===== src/rtl/scaled_virtual_timebase_unit_macros.svh =====
// ----------------------------------------------------------------------------
// scaled_virtual_timebase_unit_macros
// assertion helpers shared by the timebase unit
// ----------------------------------------------------------------------------
`ifndef SCALED_VIRTUAL_TIMEBASE_UNIT_MACROS_SVH
`define SCALED_VIRTUAL_TIMEBASE_UNIT_MACROS_SVH

// property that must hold at every edge out of reset
`define SVT_ASSERT_ALWAYS(lbl, clk, rst_n, expr, msg) \
    lbl: assert property (@(posedge clk) disable iff (!rst_n) (expr)) \
        else $error(msg);

// same-cycle implication
`define SVT_ASSERT_IMP(lbl, clk, rst_n, ante, cons, msg) \
    lbl: assert property (@(posedge clk) disable iff (!rst_n) (ante) |-> cons) \
        else $error(msg);

// next-cycle implication
`define SVT_ASSERT_NXT(lbl, clk, rst_n, ante, cons, msg) \
    lbl: assert property (@(posedge clk) disable iff (!rst_n) (ante) |=> cons) \
        else $error(msg);

`endif


===== src/rtl/svt_pkg.sv =====
// ----------------------------------------------------------------------------
// svt_pkg
// widths, codes and control types of the scaled virtual timebase unit
// ----------------------------------------------------------------------------
package svt_pkg;

    // field widths
    localparam int DATA_W     = 64;
    localparam int FACTOR_W   = 16;
    localparam int MODE_W     = 2;
    localparam int CFG_IDX_W  = 1;
    localparam int CFG_DATA_W = 16;
    localparam int ACC_W      = DATA_W + FACTOR_W;
    localparam int SEL_W      = $clog2(FACTOR_W);
    localparam int STEP_W     = $clog2(DATA_W);

    // largest positive counter value
    localparam logic [DATA_W-1:0] MAX_POS = {1'b0, {(DATA_W-1){1'b1}}};

    // scaling modes
    localparam logic [MODE_W-1:0] MODE_NORMAL   = 2'd0;
    localparam logic [MODE_W-1:0] MODE_SPEEDUP  = 2'd1;
    localparam logic [MODE_W-1:0] MODE_SLOWDOWN = 2'd2;

    // register indexes
    localparam logic [CFG_IDX_W-1:0] CFG_MODE   = 1'b0;
    localparam logic [CFG_IDX_W-1:0] CFG_FACTOR = 1'b1;

    // register reset values
    localparam logic [MODE_W-1:0]   MODE_RESET   = MODE_NORMAL;
    localparam logic [FACTOR_W-1:0] FACTOR_RESET = 16'd1;

    // item operations
    localparam logic OP_SAMPLE = 1'b0;
    localparam logic OP_LOAD   = 1'b1;

    // datapath commands
    localparam logic [3:0] DP_HOLD     = 4'd0;
    localparam logic [3:0] DP_CAPTURE  = 4'd1;
    localparam logic [3:0] DP_LOAD     = 4'd2;
    localparam logic [3:0] DP_DELTA    = 4'd3;
    localparam logic [3:0] DP_MUL_INIT = 4'd4;
    localparam logic [3:0] DP_MUL_STEP = 4'd5;
    localparam logic [3:0] DP_DIV_INIT = 4'd6;
    localparam logic [3:0] DP_DIV_STEP = 4'd7;
    localparam logic [3:0] DP_ACCUM    = 4'd8;

    // sequencer to datapath control
    typedef struct packed {
        logic [3:0]       op;
        logic [SEL_W-1:0] bit_sel;
    } t_dp_ctrl;

endpackage


===== src/rtl/svt_in_if.sv =====
// ----------------------------------------------------------------------------
// svt_in_if
// input item channel: operation and real counter reading
// ----------------------------------------------------------------------------
interface svt_in_if;
    import svt_pkg::*;

    logic                     valid;
    logic                     ready;
    logic                     op;
    logic signed [DATA_W-1:0] real_count;

    modport source (output valid, output op, output real_count, input ready);
    modport sink   (input valid, input op, input real_count, output ready);
endinterface


===== src/rtl/svt_out_if.sv =====
// ----------------------------------------------------------------------------
// svt_out_if
// result channel: virtual counter value
// ----------------------------------------------------------------------------
interface svt_out_if;
    import svt_pkg::*;

    logic                     valid;
    logic                     ready;
    logic signed [DATA_W-1:0] virtual_count;

    modport source (output valid, output virtual_count, input ready);
    modport sink   (input valid, input virtual_count, output ready);
endinterface


===== src/rtl/svt_cfg_if.sv =====
// ----------------------------------------------------------------------------
// svt_cfg_if
// register write channel: index and data
// ----------------------------------------------------------------------------
interface svt_cfg_if;
    import svt_pkg::*;

    logic                  valid;
    logic                  ready;
    logic [CFG_IDX_W-1:0]  index;
    logic [CFG_DATA_W-1:0] data;

    modport source (output valid, output index, output data, input ready);
    modport sink   (input valid, input index, input data, output ready);
endinterface


===== src/rtl/svt_datapath.sv =====
// ----------------------------------------------------------------------------
// svt_datapath
// counter state and one shared 80-bit adder used for delta, shift-add
// multiply, restoring divide and the saturating accumulate
// ----------------------------------------------------------------------------
module svt_datapath (
    input  logic                          i_clk,
    input  logic                          i_rst_n,
    input  svt_pkg::t_dp_ctrl             i_ctrl,
    input  logic [svt_pkg::FACTOR_W-1:0]  i_factor,
    input  logic [svt_pkg::DATA_W-1:0]    i_real_count,
    output logic [svt_pkg::DATA_W-1:0]    o_virtual_count
);
    import svt_pkg::*;

    logic [DATA_W-1:0]   r_in;
    logic [DATA_W-1:0]   r_last;
    logic [DATA_W-1:0]   r_virt;
    logic [DATA_W-1:0]   r_opnd;
    logic [ACC_W-1:0]    r_acc;
    logic [FACTOR_W:0]   r_rem;

    logic [ACC_W-1:0]    add_a;
    logic [ACC_W-1:0]    add_b;
    logic                add_cin;
    logic [ACC_W-1:0]    sum;
    logic                positive;
    logic [DATA_W-1:0]   cur;
    logic [FACTOR_W:0]   rem_shift;
    logic [DATA_W-2:0]   scaled;
    logic                sat;

    // operand select for the shared adder
    always_comb begin
        positive  = (r_in != '0) && !r_in[DATA_W-1];
        cur       = positive ? r_in : r_last;
        rem_shift = {r_rem[FACTOR_W-1:0], r_acc[DATA_W-1]};
        // clamp an oversized product to the largest positive value
        scaled    = (r_acc[ACC_W-1:DATA_W-1] != '0) ? MAX_POS[DATA_W-2:0]
                                                    : r_acc[DATA_W-2:0];
        add_a   = '0;
        add_b   = '0;
        add_cin = 1'b0;
        case (i_ctrl.op)
            DP_DELTA: begin
                add_a   = ACC_W'(cur);
                add_b   = ~ACC_W'(r_last);
                add_cin = 1'b1;
            end
            DP_MUL_STEP: begin
                add_a = {r_acc[ACC_W-2:0], 1'b0};
                add_b = i_factor[i_ctrl.bit_sel] ? ACC_W'(r_opnd) : '0;
            end
            DP_DIV_STEP: begin
                add_a   = ACC_W'(rem_shift);
                add_b   = ~ACC_W'(i_factor);
                add_cin = 1'b1;
            end
            DP_ACCUM: begin
                add_a = ACC_W'(r_virt);
                add_b = ACC_W'(scaled);
            end
            default: begin
            end
        endcase
        sum = add_a + add_b + ACC_W'(add_cin);
        // old value already at the top, or the sum ran past it
        sat = r_virt[DATA_W-1] || (&r_virt[DATA_W-2:0]) ||
              (sum[ACC_W-1:DATA_W-1] != '0);
    end

    // stored counter values
    always_ff @(posedge i_clk) begin
        if (!i_rst_n) begin
            r_last <= '0;
            r_virt <= '0;
        end else begin
            case (i_ctrl.op)
                DP_LOAD: begin
                    r_last <= r_in;
                    r_virt <= r_in;
                end
                DP_DELTA: begin
                    r_last <= cur;
                end
                DP_ACCUM: begin
                    r_virt <= sat ? MAX_POS : sum[DATA_W-1:0];
                end
                default: begin
                end
            endcase
        end
    end

    // working registers of the iterative unit
    always_ff @(posedge i_clk) begin
        case (i_ctrl.op)
            DP_CAPTURE: begin
                r_in <= i_real_count;
            end
            DP_DELTA: begin
                // a negative difference means the counter went back
                r_acc <= sum[ACC_W-1] ? '0 : ACC_W'(sum[DATA_W-1:0]);
            end
            DP_MUL_INIT: begin
                r_opnd <= r_acc[DATA_W-1:0];
                r_acc  <= '0;
            end
            DP_MUL_STEP: begin
                r_acc <= sum;
            end
            DP_DIV_INIT: begin
                r_rem <= '0;
            end
            DP_DIV_STEP: begin
                r_rem                <= sum[ACC_W-1] ? rem_shift : sum[FACTOR_W:0];
                r_acc[DATA_W-1:0]    <= {r_acc[DATA_W-2:0], ~sum[ACC_W-1]};
            end
            default: begin
            end
        endcase
    end

    assign o_virtual_count = r_virt;

endmodule


===== src/rtl/svt_seq.sv =====
// ----------------------------------------------------------------------------
// svt_seq
// sequencer that steps the shared datapath through one item
// ----------------------------------------------------------------------------
module svt_seq (
    input  logic                        i_clk,
    input  logic                        i_rst_n,
    input  logic                        i_in_valid,
    input  logic                        i_in_op,
    input  logic [svt_pkg::MODE_W-1:0]  i_mode,
    input  logic                        i_out_ready,
    output logic                        o_in_ready,
    output logic                        o_out_valid,
    output svt_pkg::t_dp_ctrl           o_ctrl
);
    import svt_pkg::*;

    localparam logic [3:0] S_IDLE  = 4'd0;
    localparam logic [3:0] S_LOAD  = 4'd1;
    localparam logic [3:0] S_DELTA = 4'd2;
    localparam logic [3:0] S_MINIT = 4'd3;
    localparam logic [3:0] S_MSTEP = 4'd4;
    localparam logic [3:0] S_DINIT = 4'd5;
    localparam logic [3:0] S_DSTEP = 4'd6;
    localparam logic [3:0] S_ACCUM = 4'd7;
    localparam logic [3:0] S_DONE  = 4'd8;

    logic [3:0]        r_state;
    logic [3:0]        n_state;
    logic [STEP_W-1:0] r_cnt;
    logic [STEP_W-1:0] n_cnt;

    // next state and datapath command
    always_comb begin
        n_state        = r_state;
        n_cnt          = r_cnt;
        o_ctrl.op      = DP_HOLD;
        // multiplier bits are taken from the top down
        o_ctrl.bit_sel = ~r_cnt[SEL_W-1:0];
        case (r_state)
            S_IDLE: begin
                if (i_in_valid) begin
                    o_ctrl.op = DP_CAPTURE;
                    n_state   = (i_in_op == OP_LOAD) ? S_LOAD : S_DELTA;
                end
            end
            S_LOAD: begin
                o_ctrl.op = DP_LOAD;
                n_state   = S_DONE;
            end
            S_DELTA: begin
                o_ctrl.op = DP_DELTA;
                n_cnt     = '0;
                case (i_mode)
                    MODE_SPEEDUP:  n_state = S_MINIT;
                    MODE_SLOWDOWN: n_state = S_DINIT;
                    default:       n_state = S_ACCUM;
                endcase
            end
            S_MINIT: begin
                o_ctrl.op = DP_MUL_INIT;
                n_state   = S_MSTEP;
            end
            S_MSTEP: begin
                o_ctrl.op = DP_MUL_STEP;
                n_cnt     = r_cnt + STEP_W'(1);
                if (r_cnt[SEL_W-1:0] == '1) begin
                    n_state = S_ACCUM;
                end
            end
            S_DINIT: begin
                o_ctrl.op = DP_DIV_INIT;
                n_state   = S_DSTEP;
            end
            S_DSTEP: begin
                o_ctrl.op = DP_DIV_STEP;
                n_cnt     = r_cnt + STEP_W'(1);
                if (r_cnt == '1) begin
                    n_state = S_ACCUM;
                end
            end
            S_ACCUM: begin
                o_ctrl.op = DP_ACCUM;
                n_state   = S_DONE;
            end
            S_DONE: begin
                if (i_out_ready) begin
                    n_state = S_IDLE;
                end
            end
            default: begin
                n_state = S_IDLE;
            end
        endcase
    end

    // state and step counter
    always_ff @(posedge i_clk) begin
        if (!i_rst_n) begin
            r_state <= S_IDLE;
            r_cnt   <= '0;
        end else begin
            r_state <= n_state;
            r_cnt   <= n_cnt;
        end
    end

    assign o_in_ready  = (r_state == S_IDLE);
    assign o_out_valid = (r_state == S_DONE);

endmodule


===== src/rtl/scaled_virtual_timebase_unit.sv =====
// ----------------------------------------------------------------------------
// scaled_virtual_timebase_unit
// virtual counter that follows a real counter with scaled elapsed time
// ----------------------------------------------------------------------------
// Usage:
//   i_item carries one beat per request: op 0 samples the real counter and
//   advances the virtual counter, op 1 loads both stored values. Each beat
//   gives exactly one o_result beat with the new virtual counter.
//   i_cfg writes mode (index 0) and factor (index 1); writes are always
//   taken and also affect an item in progress that has not yet read them.
// Steps from input beat to result valid, arithmetic on one 80-bit adder:
//   load: capture, load. Normal: capture, delta, accumulate. Speed-up adds
//   multiply init and one shift-add per factor bit; slow-down adds divide
//   init and one restoring divide step per delta bit, before accumulate.
// Throughput: one item at a time; i_item.ready is high only while idle, and
//   the unit returns to idle after each result beat.
// Reset: synchronous, clears both counters to zero, mode to normal and
//   factor to one.
// Stall: the result is held in the virtual counter register until
//   o_result.ready; no new item is taken meanwhile.
// ----------------------------------------------------------------------------
`include "scaled_virtual_timebase_unit_macros.svh"

module scaled_virtual_timebase_unit (
    input  logic        i_clk,
    input  logic        i_rst_n,
    svt_cfg_if.sink     i_cfg,
    svt_in_if.sink      i_item,
    svt_out_if.source   o_result
);
    import svt_pkg::*;

    logic [MODE_W-1:0]   r_mode;
    logic [FACTOR_W-1:0] r_factor;
    logic [FACTOR_W-1:0] factor_eff;
    logic [DATA_W-1:0]   virt;
    t_dp_ctrl            dp_ctrl;

    // configuration registers
    assign i_cfg.ready = 1'b1;

    always_ff @(posedge i_clk) begin
        if (!i_rst_n) begin
            r_mode   <= MODE_RESET;
            r_factor <= FACTOR_RESET;
        end else if (i_cfg.valid) begin
            case (i_cfg.index)
                CFG_MODE:   r_mode   <= i_cfg.data[MODE_W-1:0];
                CFG_FACTOR: r_factor <= i_cfg.data[FACTOR_W-1:0];
                default: begin
                end
            endcase
        end
    end

    // a zero factor acts as one
    assign factor_eff = (r_factor == '0) ? FACTOR_W'(1) : r_factor;

    // sequencer
    svt_seq u_seq (
        .i_clk       (i_clk),
        .i_rst_n     (i_rst_n),
        .i_in_valid  (i_item.valid),
        .i_in_op     (i_item.op),
        .i_mode      (r_mode),
        .i_out_ready (o_result.ready),
        .o_in_ready  (i_item.ready),
        .o_out_valid (o_result.valid),
        .o_ctrl      (dp_ctrl)
    );

    // shared arithmetic datapath
    svt_datapath u_datapath (
        .i_clk           (i_clk),
        .i_rst_n         (i_rst_n),
        .i_ctrl          (dp_ctrl),
        .i_factor        (factor_eff),
        .i_real_count    (i_item.real_count),
        .o_virtual_count (virt)
    );

    assign o_result.virtual_count = virt;

    // checks
    `SVT_ASSERT_ALWAYS(a_one_item, i_clk, i_rst_n, !(i_item.ready && o_result.valid), "input taken while result pending")
    `SVT_ASSERT_IMP(a_load_value, i_clk, i_rst_n, i_item.valid && i_item.ready && (i_item.op == OP_LOAD), ##2 (o_result.valid && (o_result.virtual_count == $past(i_item.real_count, 2))), "load result wrong")
    `SVT_ASSERT_NXT(a_back_idle, i_clk, i_rst_n, o_result.valid && o_result.ready, i_item.ready, "not idle after result beat")

endmodule

===== src/flat_wrapper.sv =====
// flat-port wrapper written by rule: the top's interface ports become plain ports
module scaled_virtual_timebase_unit_flat import svt_pkg::*;
  (i_clk, i_rst_n, i_cfg_valid, i_cfg_index, i_cfg_data, i_cfg_ready, i_item_valid, i_item_op, i_item_real_count, i_item_ready, o_result_valid, o_result_virtual_count, o_result_ready);
  svt_cfg_if i_cfg_i ();
  svt_in_if i_item_i ();
  svt_out_if o_result_i ();
  input  logic i_clk;
  input  logic i_rst_n;
  input wire logic [$bits(i_cfg_i.valid)-1:0] i_cfg_valid;
  input wire logic [$bits(i_cfg_i.index)-1:0] i_cfg_index;
  input wire logic [$bits(i_cfg_i.data)-1:0] i_cfg_data;
  output wire logic [$bits(i_cfg_i.ready)-1:0] i_cfg_ready;
  input wire logic [$bits(i_item_i.valid)-1:0] i_item_valid;
  input wire logic [$bits(i_item_i.op)-1:0] i_item_op;
  input wire logic [$bits(i_item_i.real_count)-1:0] i_item_real_count;
  output wire logic [$bits(i_item_i.ready)-1:0] i_item_ready;
  output wire logic [$bits(o_result_i.valid)-1:0] o_result_valid;
  output wire logic [$bits(o_result_i.virtual_count)-1:0] o_result_virtual_count;
  input wire logic [$bits(o_result_i.ready)-1:0] o_result_ready;
  assign i_cfg_i.valid = i_cfg_valid;
  assign i_cfg_i.index = i_cfg_index;
  assign i_cfg_i.data = i_cfg_data;
  assign i_cfg_ready = i_cfg_i.ready;
  assign i_item_i.valid = i_item_valid;
  assign i_item_i.op = i_item_op;
  assign i_item_i.real_count = i_item_real_count;
  assign i_item_ready = i_item_i.ready;
  assign o_result_valid = o_result_i.valid;
  assign o_result_virtual_count = o_result_i.virtual_count;
  assign o_result_i.ready = o_result_ready;
  scaled_virtual_timebase_unit u_core (.i_clk(i_clk), .i_rst_n(i_rst_n), .i_cfg(i_cfg_i), .i_item(i_item_i), .o_result(o_result_i));
endmodule

===== config.mk =====
export PLATFORM = sky130hd
export DESIGN_NAME = scaled_virtual_timebase_unit_flat
export DESIGN_NICKNAME = d
export VERILOG_FILES = /design/src/rtl/svt_pkg.sv /design/src/rtl/svt_in_if.sv /design/src/rtl/svt_out_if.sv /design/src/rtl/svt_cfg_if.sv /design/src/rtl/svt_datapath.sv /design/src/rtl/svt_seq.sv /design/src/rtl/scaled_virtual_timebase_unit.sv /design/src/flat_wrapper.sv
export VERILOG_INCLUDE_DIRS = /design/src /design/src/rtl
export SDC_FILE = /design/constraint.sdc
export NUM_CORES = 1
export LEC_CHECK = 0
export BUFFER_PORTS_ARGS = -buffer_cell sky130_fd_sc_hd__buf_2
export CORE_ASPECT_RATIO = 1.4
export CORE_MARGIN = 3
export CORE_UTILIZATION = 40
export CTS_CLUSTER_DIAMETER = 30
export DETAILED_ROUTE_END_ITERATION = 8
export GPL_TIMING_DRIVEN = 0
export SYNTH_ARGS = -nofsm -noshare
export SYNTH_HDL_FRONTEND = slang
export SYNTH_SLANG_ARGS = --single-unit

===== constraint.sdc =====
create_clock -name i_clk -period 8.5 [get_ports i_clk]
set_clock_uncertainty 0.15 [all_clocks]
set_input_delay 0.85 -clock i_clk [delete_from_list [all_inputs] [get_ports i_clk]]
set_output_delay 0.85 -clock i_clk [all_outputs]
set_load 0.01 [all_outputs]

# ---- Word-level counts from Yosys, hierarchy flattened
# Cells that the tools add are included.
# W data, S select, Z words.
dict set report classes {
  n_eq_ne 24
  add_sub_neg 3
  mux 27
  n_reduce_logical 22
  magnitude_cmp 1
  bitwise 5
}
# cell n
set ops {}
lappend ops {{$pmux W80 S4} 2}
lappend ops {{$mux W64} 4}
lappend ops {{$pmux W64 S2} 2}
lappend ops {{$pmux W64 S4} 1}
lappend ops {{$add A80 B1 Y80} 1}
lappend ops {{$add A80 B80 Y80} 1}
lappend ops {{$not A16 Y80} 1}
lappend ops {{$not A64 Y80} 1}
lappend ops {{$pmux W4 S8} 2}
lappend ops {{$reduce_bool A64 Y1} 1}
lappend ops {{$mux W63} 1}
lappend ops {{$reduce_and A63 Y1} 1}
lappend ops {{$pmux W16 S3} 1}
lappend ops {{$reduce_bool A17 Y1} 2}
lappend ops {{$eq A4 B3 Y1 const B} 8}
lappend ops {{$mux W16} 2}
lappend ops {{$pmux W16 S2} 1}
lappend ops {{$eq A4 B2 Y1 const B} 4}
lappend ops {{$logic_not A16 Y1} 1}
lappend ops {{$mux W4} 4}
lappend ops {{$eq A4 B4 Y1 const B} 3}
lappend ops {{$pmux W6 S2} 1}
lappend ops {{$eq A4 B1 Y1 const B} 2}
lappend ops {{$reduce_bool A2 Y1} 4}
lappend ops {{22 further kinds} 31}
dict set report word_totals {
  elab_cells 93
  ff_bits 380
  output_inout_bits 67
}

# ---- Depth between registers and ports, before layout
dict set report logic_depth {
  word_depth 12
  mapped_depth 25
  ltp_nobuf 19
}

# ---- By module
# From an unflattened synthesis, not the netlist that was laid out.
dict set report hier_totals {
  cells_unflattened 2656
  area_unflattened_um2 23867.9
}
# mod area_each_um2 seq_area_each_um2 n_inst cells_per_inst
set by_module_without_submodules {}
lappend by_module_without_submodules {svt_datapath 22351.4 9288.9 1 2470}
lappend by_module_without_submodules {scaled_virtual_timebase_unit 829.5 360.3 1 99}
lappend by_module_without_submodules {svt_seq 686.9 200.2 1 87}

# ---- Least setup slack after synthesis
# Ideal clock, no wire load.
dict set report synth_timing {
  kind {reg2reg}
  startpoint {register u_core.u_seq.r_state[2]}
  endpoint {register u_core.u_datapath.r_virt[42] (netlist: u_core.u_datapath.o_virtual_count[42])}
  slack_ps 2549
  t_arrival_ps 5684
  stages_incl_launch_ff 24
  n_path_buf 7
  path_cell_list {dfxtp_1 > nor2b_1 > clkbuf_1 > and3_1 > clkbuf_1 > clkbuf_1 > clkbuf_1 > clkbuf_1 > a222oi_1 > fa_1 > fa_1 > nand2b_1 > a21oi_1 > o21ai_0 > o21ai_0 > a211oi_1 > nand2b_1 > o41ai_1 > xor2_1 > nor3_1 > buf_2 > buf_1 > nand4b_1 > a22o_1}
}
dict set report synth_between {
  elab_chain_cells 10
  word_cells_on_any_way 25
}
# element line_no
set synth_rtl {}
lappend synth_rtl {{start: declaration} svt_seq.sv:28} ;# logic [3:0] r_state;
lappend synth_rtl {{start signal: assignment} svt_seq.sv:103} ;# r_state <= n_state;
lappend synth_rtl {{$eq A4 B3 Y1, or another cell as far along} svt_seq.sv:40} ;# case (r_state)
lappend synth_rtl {{$pmux W4 S8 (*)} svt_seq.sv:40}
lappend synth_rtl {{$eq A4 B4 Y1, or another cell as far along} {svt_datapath.sv:44, svt_datapath.sv:78}}
lappend synth_rtl {{$pmux W80 S4 or $reduce_or A2 Y1 (tied branches)} -}
lappend synth_rtl {{$add A80 B80 Y80 or $mux W1 (tied branches)} {svt_datapath.sv:66, svt_datapath.sv:44}}
lappend synth_rtl {{$add A80 B1 Y80} svt_datapath.sv:66} ;# sum = add_a + add_b + ACC_W'(add_cin);
lappend synth_rtl {{$reduce_bool A17 Y1} svt_datapath.sv:69} ;# (sum[ACC_W-1:DATA_W-1] != '0);
lappend synth_rtl {{$logic_or A1 B1 Y1} svt_datapath.sv:68} ;# sat = r_virt[DATA_W-1] || (&r_virt[DATA_W-2:0]) ||
lappend synth_rtl {{$mux W64} svt_datapath.sv:87} ;# r_virt <= sat ? MAX_POS : sum[DATA_W-1:0];
lappend synth_rtl {{$pmux W64 S2} svt_datapath.sv:78} ;# case (i_ctrl.op)
lappend synth_rtl {{end signal: assignment} svt_datapath.sv:81} ;# r_virt <= r_in;
lappend synth_rtl {{end signal: assignment} svt_datapath.sv:87}
lappend synth_rtl {{end: declaration} svt_datapath.sv:18} ;# logic [DATA_W-1:0] r_virt;
# Mark *: on every way between the ends. The rest lies on a longest branch, timed or not.
# A chain may end at the register's enable or synchronous reset.

# ---- Worst setup path after layout
dict set report layout_timing {
  startpoint {register u_core.u_datapath.r_in[28]}
  endpoint {register u_core.u_datapath.r_virt[56] (netlist: u_core.u_datapath.o_virtual_count[56])}
}
dict set report layout_between {
  elab_chain_cells 10
}
# element line_no
set layout_rtl {}
lappend layout_rtl {{start: declaration} svt_datapath.sv:16} ;# logic [DATA_W-1:0] r_in;
lappend layout_rtl {{start signal: assignment} svt_datapath.sv:99} ;# r_in <= i_real_count;
lappend layout_rtl {{$reduce_bool A64 Y1} svt_datapath.sv:35} ;# positive = (r_in != '0) && !r_in[DATA_W-1];
lappend layout_rtl {{$logic_and A1 B1 Y1} svt_datapath.sv:35}
lappend layout_rtl {{$mux W64 (*)} svt_datapath.sv:36} ;# cur = positive ? r_in : r_last;
lappend layout_rtl {{$pmux W80 S4 (*)} svt_datapath.sv:44} ;# case (i_ctrl.op)
lappend layout_rtl {{$add A80 B80 Y80 (*)} svt_datapath.sv:66}
lappend layout_rtl {{$add A80 B1 Y80 (*)} svt_datapath.sv:66}
lappend layout_rtl {{$reduce_bool A17 Y1} svt_datapath.sv:69}
lappend layout_rtl {{$logic_or A1 B1 Y1} svt_datapath.sv:68}
lappend layout_rtl {{$mux W64 (*)} svt_datapath.sv:87}
lappend layout_rtl {{$pmux W64 S2 (*)} svt_datapath.sv:78}
# Marks and branches as above.

==> impl_summary.md <==
Hold path
The path with the worst hold slack has its endpoint at u_core.u_datapath.r_in[14]. The path class of the tightest hold or removal check is primary input to register. The worst hold path begins at i_item_real_count[14]. Along the worst hold path, the cell count comes to 1.

Detailed routing
For this run, the detailed router's first-pass iteration total came to 7. The detail-routed net length per standard cell is 29.2 um. Using the TritonRoute via totals, the vias-per-cell ratio works out to between 6 and 7. The number of nets still failing antenna checks after routing is 0. In the routed design, unresolved DRC markers number 0. The number of DRC markers in iteration 0 is approximately 2.7k. Summed over all layers, the routed wires come to 108000 um. Across all layers, the routed design uses about 24k vias.

Run status
The final reports fail on capacitance limit, slew limit, setup timing. The flow ran to the end, but the final reports show violations.

Placed design
After detailed placement, the total cell area comes to around 0.025 mm2. The half-perimeter wire length after placement is 83100 um. The count of buffers added on input and output ports is between 150 and 200. The placer's final routability congestion estimate is approximately 1.

Power and ir drop
Sequential cells account for a little over a quarter of the total power. Cell internal power was estimated by the tool at about 6.6 mW. The fraction of power spent switching nets is around 45%. The share of power burned in the clock network is 27.7%.

The combinational group share of total power is around 45%. In this run the power density over the cells is roughly 430 mW/mm2. Across the VDD grid, the largest voltage drop is roughly 0.20 mV. Summed over all nets, the switching power comes to 5.51 mW.

The leakage power of the design is between 10 and 15 nW.

Timing
The final critical-path share of the clock period is 101%. The clock period minus final worst setup slack is 8560 ps. The transition at the pin with the smallest max-transition slack is between 1500 and 2000 ps. Setup repair after global routing left no endpoint under its margin. The worst pin sits at a relative slew slack of -2.47%. For this run, the top clock speed supported by timing is between 100 and 150 MHz.

Setup violations remaining at the end of the flow were counted as 12. The tightest hold path in the finished design has a slack of between 200 and 250 ps. Once routing completed, OpenROAD measured the worst setup slack at -61.7 ps.

The final number of max-transition violations is 11. The total count of hold-check failures in the final report came to 0.

Clock network
The number of buffers inserted during clock tree synthesis is 81. The root buffer cell chosen for the clock tree is sky130_fd_sc_hd__clkbuf_16. The clock-pin slew on the worst setup and hold paths is 50 ps. The H-tree generated during clock tree synthesis spans 3 levels. The cts-stage hold buffer count is 0. The TritonCTS sink count is 380. The clock passes through at most 3 buffers. TritonCTS built the clock tree.

The clock reaches the later pin of the worst-skew pair after 630 ps.

Floorplanning
The area of the core is roughly 0.058 mm2. The x dimension of the die is around 210 um. The die boundary height is between 200 and 300 um.

The initialized floorplan defines around 100 standard-cell rows. The starting density of the core is just over 40%. The die covers 0.0618 mm2. For this design the top-level I/O count stands at roughly 150.

Yosys
In the synthesized netlist the dominant register cell turns out to be sky130_fd_sc_hd__edfxtp_1. The largest total area in the synthesized netlist belongs to sky130_fd_sc_hd__edfxtp_1. The flip-flop and latch count after synthesis is 380.

The warning count from the yosys run is 0. Counting flops with an async set or reset pin after synthesis yields a share of 0%. The number of nets in the synthesized netlist is roughly 2.8k. In this run, synthesis inferred between 200 and 250 flip-flops with an integrated enable. Counting every instance in the synthesized netlist gives 2651. The synthesized netlist contains between 70 and 80 unique library cells. The register area share after synthesis is a little over two fifths.

Sorting the synthesized cells by area gives the leading types as sky130_fd_sc_hd__edfxtp_1 (29%), sky130_fd_sc_hd__dfxtp_1 (13%), sky130_fd_sc_hd__o21ai_0 (5.6%). After synthesis the cells add up to 0.0235 mm2. The average cell area after synthesis is around 8.9 um2.

The synthesized design devotes to its leading area cell type between 20% and 30% of total area.

Final layout
The final non-filler cell area is between 0.02 and 0.03 mm2. Of the cells placed in the final design, the portion with a size suffix greater than 1 is 13.4%. The number of nets in the finished design is just over 3k. The number of antenna diodes is 0.

Compared with the post-synthesis result, the final layout area differs by 21.2%.

Global routing
The initial antenna violation count was 2. Entering global routing, the biggest net connects 53 pins. The first-pass GRT wire length is roughly 160000 um. The total global routing overflow is 0. The via count of the first global-routing pass is 23.5k. Global routing consumed, over all layers together, 34.1% of the routing resources.

Setup path
Along the worst path, the maximum fanout reaches 10. The data required time at the worst endpoint is 8860 ps. The maximum single-stage delay on the critical path is 740 ps. The end of the worst register-to-register path is u_core.u_datapath.o_virtual_count[56].

The slack of the worst reg-to-reg path is -60 ps. Walking the worst path, the cells encountered are nor4_2 > nand4_1 > nor4_2 > nor2_1 > buf_1 > buf_2 > mux2i_1 > o21ai_0 > ha_1 > clkbuf_1 > nand4_1 > nor4_1 > nand2_1 > o211ai_1 > a211oi_2 > nand2b_1 > o41ai_1 > xor2_1 > nor3_2 > buf_6 > buf_2 > buf_2 > nand4b_1 > a22o_1. The signal arrival time at the worst endpoint is between 8000 and 9000 ps. The startpoint identified for the worst register-to-register timing path is u_core.u_datapath.r_in[28]. The cell with the largest stage delay on the worst path is sky130_fd_sc_hd__nor4_1. The worst reg-to-reg path cell count is 24. The startpoint-to-endpoint class of the critical path is register to register. The worst setup path is captured at a register.

The most frequent cell on the critical path is sky130_fd_sc_hd__buf_2. The type of element launching the critical path is a register.

Flow run
The number of maximum-capacitance violations is 1.
## synth_stat cells (all sizes together) (9+ instances only)
| cell type | number |
|---|---|
| nand4 | 66 |
| nand4b | 54 |
| buf | 39 |
| xnor2 | 43 |
| o21ai | 268 |
| ha | 79 |
| nand2b | 13 |
| a21o | 34 |
| edfxtp | 224 |
| mux2i | 79 |
| and3 | 24 |
| a21oi | 145 |
| a22oi | 50 |
| a211oi | 11 |
| clkbuf | 141 |
| and2 | 14 |
| inv | 64 |
| o21a | 18 |
| a22o | 115 |
| a21boi | 87 |
| o21bai | 14 |
| nor2 | 252 |
| a222oi | 16 |
| nor3 | 25 |
| xor2 | 32 |
| or3 | 9 |
| nor2b | 10 |
| nor4 | 36 |
| nand2 | 347 |
| a31oi | 9 |
| or2 | 9 |
| o221ai | 17 |
| dfxtp | 156 |
| nand3 | 66 |
## area by class of cell
cell class | count | area (um2)
multi-input combinational | 2027 | 12800
tap | 742 | 928
timing repair buffer | 163 | 978
fill | 5527 | 29400
buffer | 179 | 761
inverter | 64 | 240
clock inverter | 52 | 706
clock buffer | 99 | 2210
sequential | 380 | 9850
## metal layers
metal  share of wire (%)  global-route usage, %
met4                 8.4                   24.7
met3                 8.4                   6.45
met2                  47                   55.8
met1                  36                   40.0
met5               0.013                      0
## kinds of logic after synthesis
family / synth area share (%)
AOI/OAI and AO/OA: 23.8
xor gates and xnor gates: 2.79
adders and majority gates: 4.37
buffers and inverters: 4.17
DFF: 41.9
muxes: 4.03
other: 0.0159
and+or+nand+nor: 19.0
## power by group through the flow
stage	clock network, mW	registers (mW)	logic (mW)
floorplan	0	3.08	3.21
global placement	0	3.36	5.06
detailed placement	0	3.31	5.19
CTS	3.37	3.28	5.25
global route	3.47	3.35	5.74
finish	3.36	3.32	5.45
## critical path: cells and delay by family, from the launching register on
kind	cells	cell delay [ps]
flops	1	460
fa+ha+maj	1	330
compound gates	5	1180
buf+inv	6	2260
mux	1	210
xor+xnor	1	270
simple gates	10	3540
## flip-flops by register name (all words and copies together) (netlist names)
name	flops
u_core.r_mode	2
u_core.u_datapath.r_opnd	64
u_core.u_datapath.r_acc	80
u_core.u_seq.r_state	4
u_core.u_datapath.o_virtual_count	64
u_core.u_seq.r_cnt	6
u_core.r_factor	16
u_core.u_datapath.r_rem	16
u_core.u_datapath.r_last	64
u_core.u_datapath.r_in	64
## stage by stage
stage / utilization [%] / setup TNS [ps] / std cells / worst slack (ps) / total power [mW]
after floorplan: - / 0 / 2651 / 2550 / 6.29
after global placement: 43.5 / -180570 / 3544 / -2390 / 8.42
after detailed placement: 43.9 / -98400 / 3552 / -1400 / 8.50
after CTS: 49.1 / 0 / 3703 / 20.4 / 11.9
after global routing: 49.2 / 0 / 3706 / 11.6 / 12.6
final: 49.2 / -370 / 3706 / -61.7 / 12.1
## how the worst max path moves through the flow
stage               slack [ps]                  startpoint                               endpoint  cells after the start
floorplan                 2550     u_core.u_seq.r_state[2]  u_core.u_datapath.o_virtual_count[42]                     23
global placement         -2390     u_core.u_seq.r_state[2]  u_core.u_datapath.o_virtual_count[52]                     23
detailed placement       -1400     u_core.u_seq.r_state[2]  u_core.u_datapath.o_virtual_count[52]                     24
CTS                         20  u_core.u_datapath.r_in[31]            u_core.u_datapath.r_acc[46]                     23
global route                10  u_core.u_datapath.r_in[31]            u_core.u_datapath.r_acc[46]                     24
finish                     -60  u_core.u_datapath.r_in[28]  u_core.u_datapath.o_virtual_count[56]                     24
## placed cells by master, fill, tap and decap left out, types with 18 or more instances in the layout
cell,instances
sky130_fd_sc_hd__a21boi_0,85
sky130_fd_sc_hd__a21o_1,34
sky130_fd_sc_hd__a21oi_1,140
sky130_fd_sc_hd__a22o_1,115
sky130_fd_sc_hd__a22oi_1,50
sky130_fd_sc_hd__and3_1,23
sky130_fd_sc_hd__buf_2,171
sky130_fd_sc_hd__clkbuf_1,141
sky130_fd_sc_hd__clkbuf_16,83
sky130_fd_sc_hd__dfxtp_1,156
sky130_fd_sc_hd__edfxtp_1,224
sky130_fd_sc_hd__ha_1,79
sky130_fd_sc_hd__inv_1,64
sky130_fd_sc_hd__mux2i_1,79
sky130_fd_sc_hd__nand2_1,347
sky130_fd_sc_hd__nand3_1,66
sky130_fd_sc_hd__nand4_1,66
sky130_fd_sc_hd__nand4b_1,54
sky130_fd_sc_hd__nor2_1,251
sky130_fd_sc_hd__nor3_1,22
sky130_fd_sc_hd__nor4_1,29
sky130_fd_sc_hd__o21a_1,18
sky130_fd_sc_hd__o21ai_0,262
sky130_fd_sc_hd__xnor2_1,43
sky130_fd_sc_hd__xor2_1,32
## timing repair
| action | 4_1_cts | 5_1_grt |
|---|---|---|
| resized for setup | 26 | 9 |
| setup endpoints to repair | 143 | 124 |
| buffers inserted | 0 | 4 |
| pin swaps | 0 | 3 |
(Power assumes the default switching activity.)
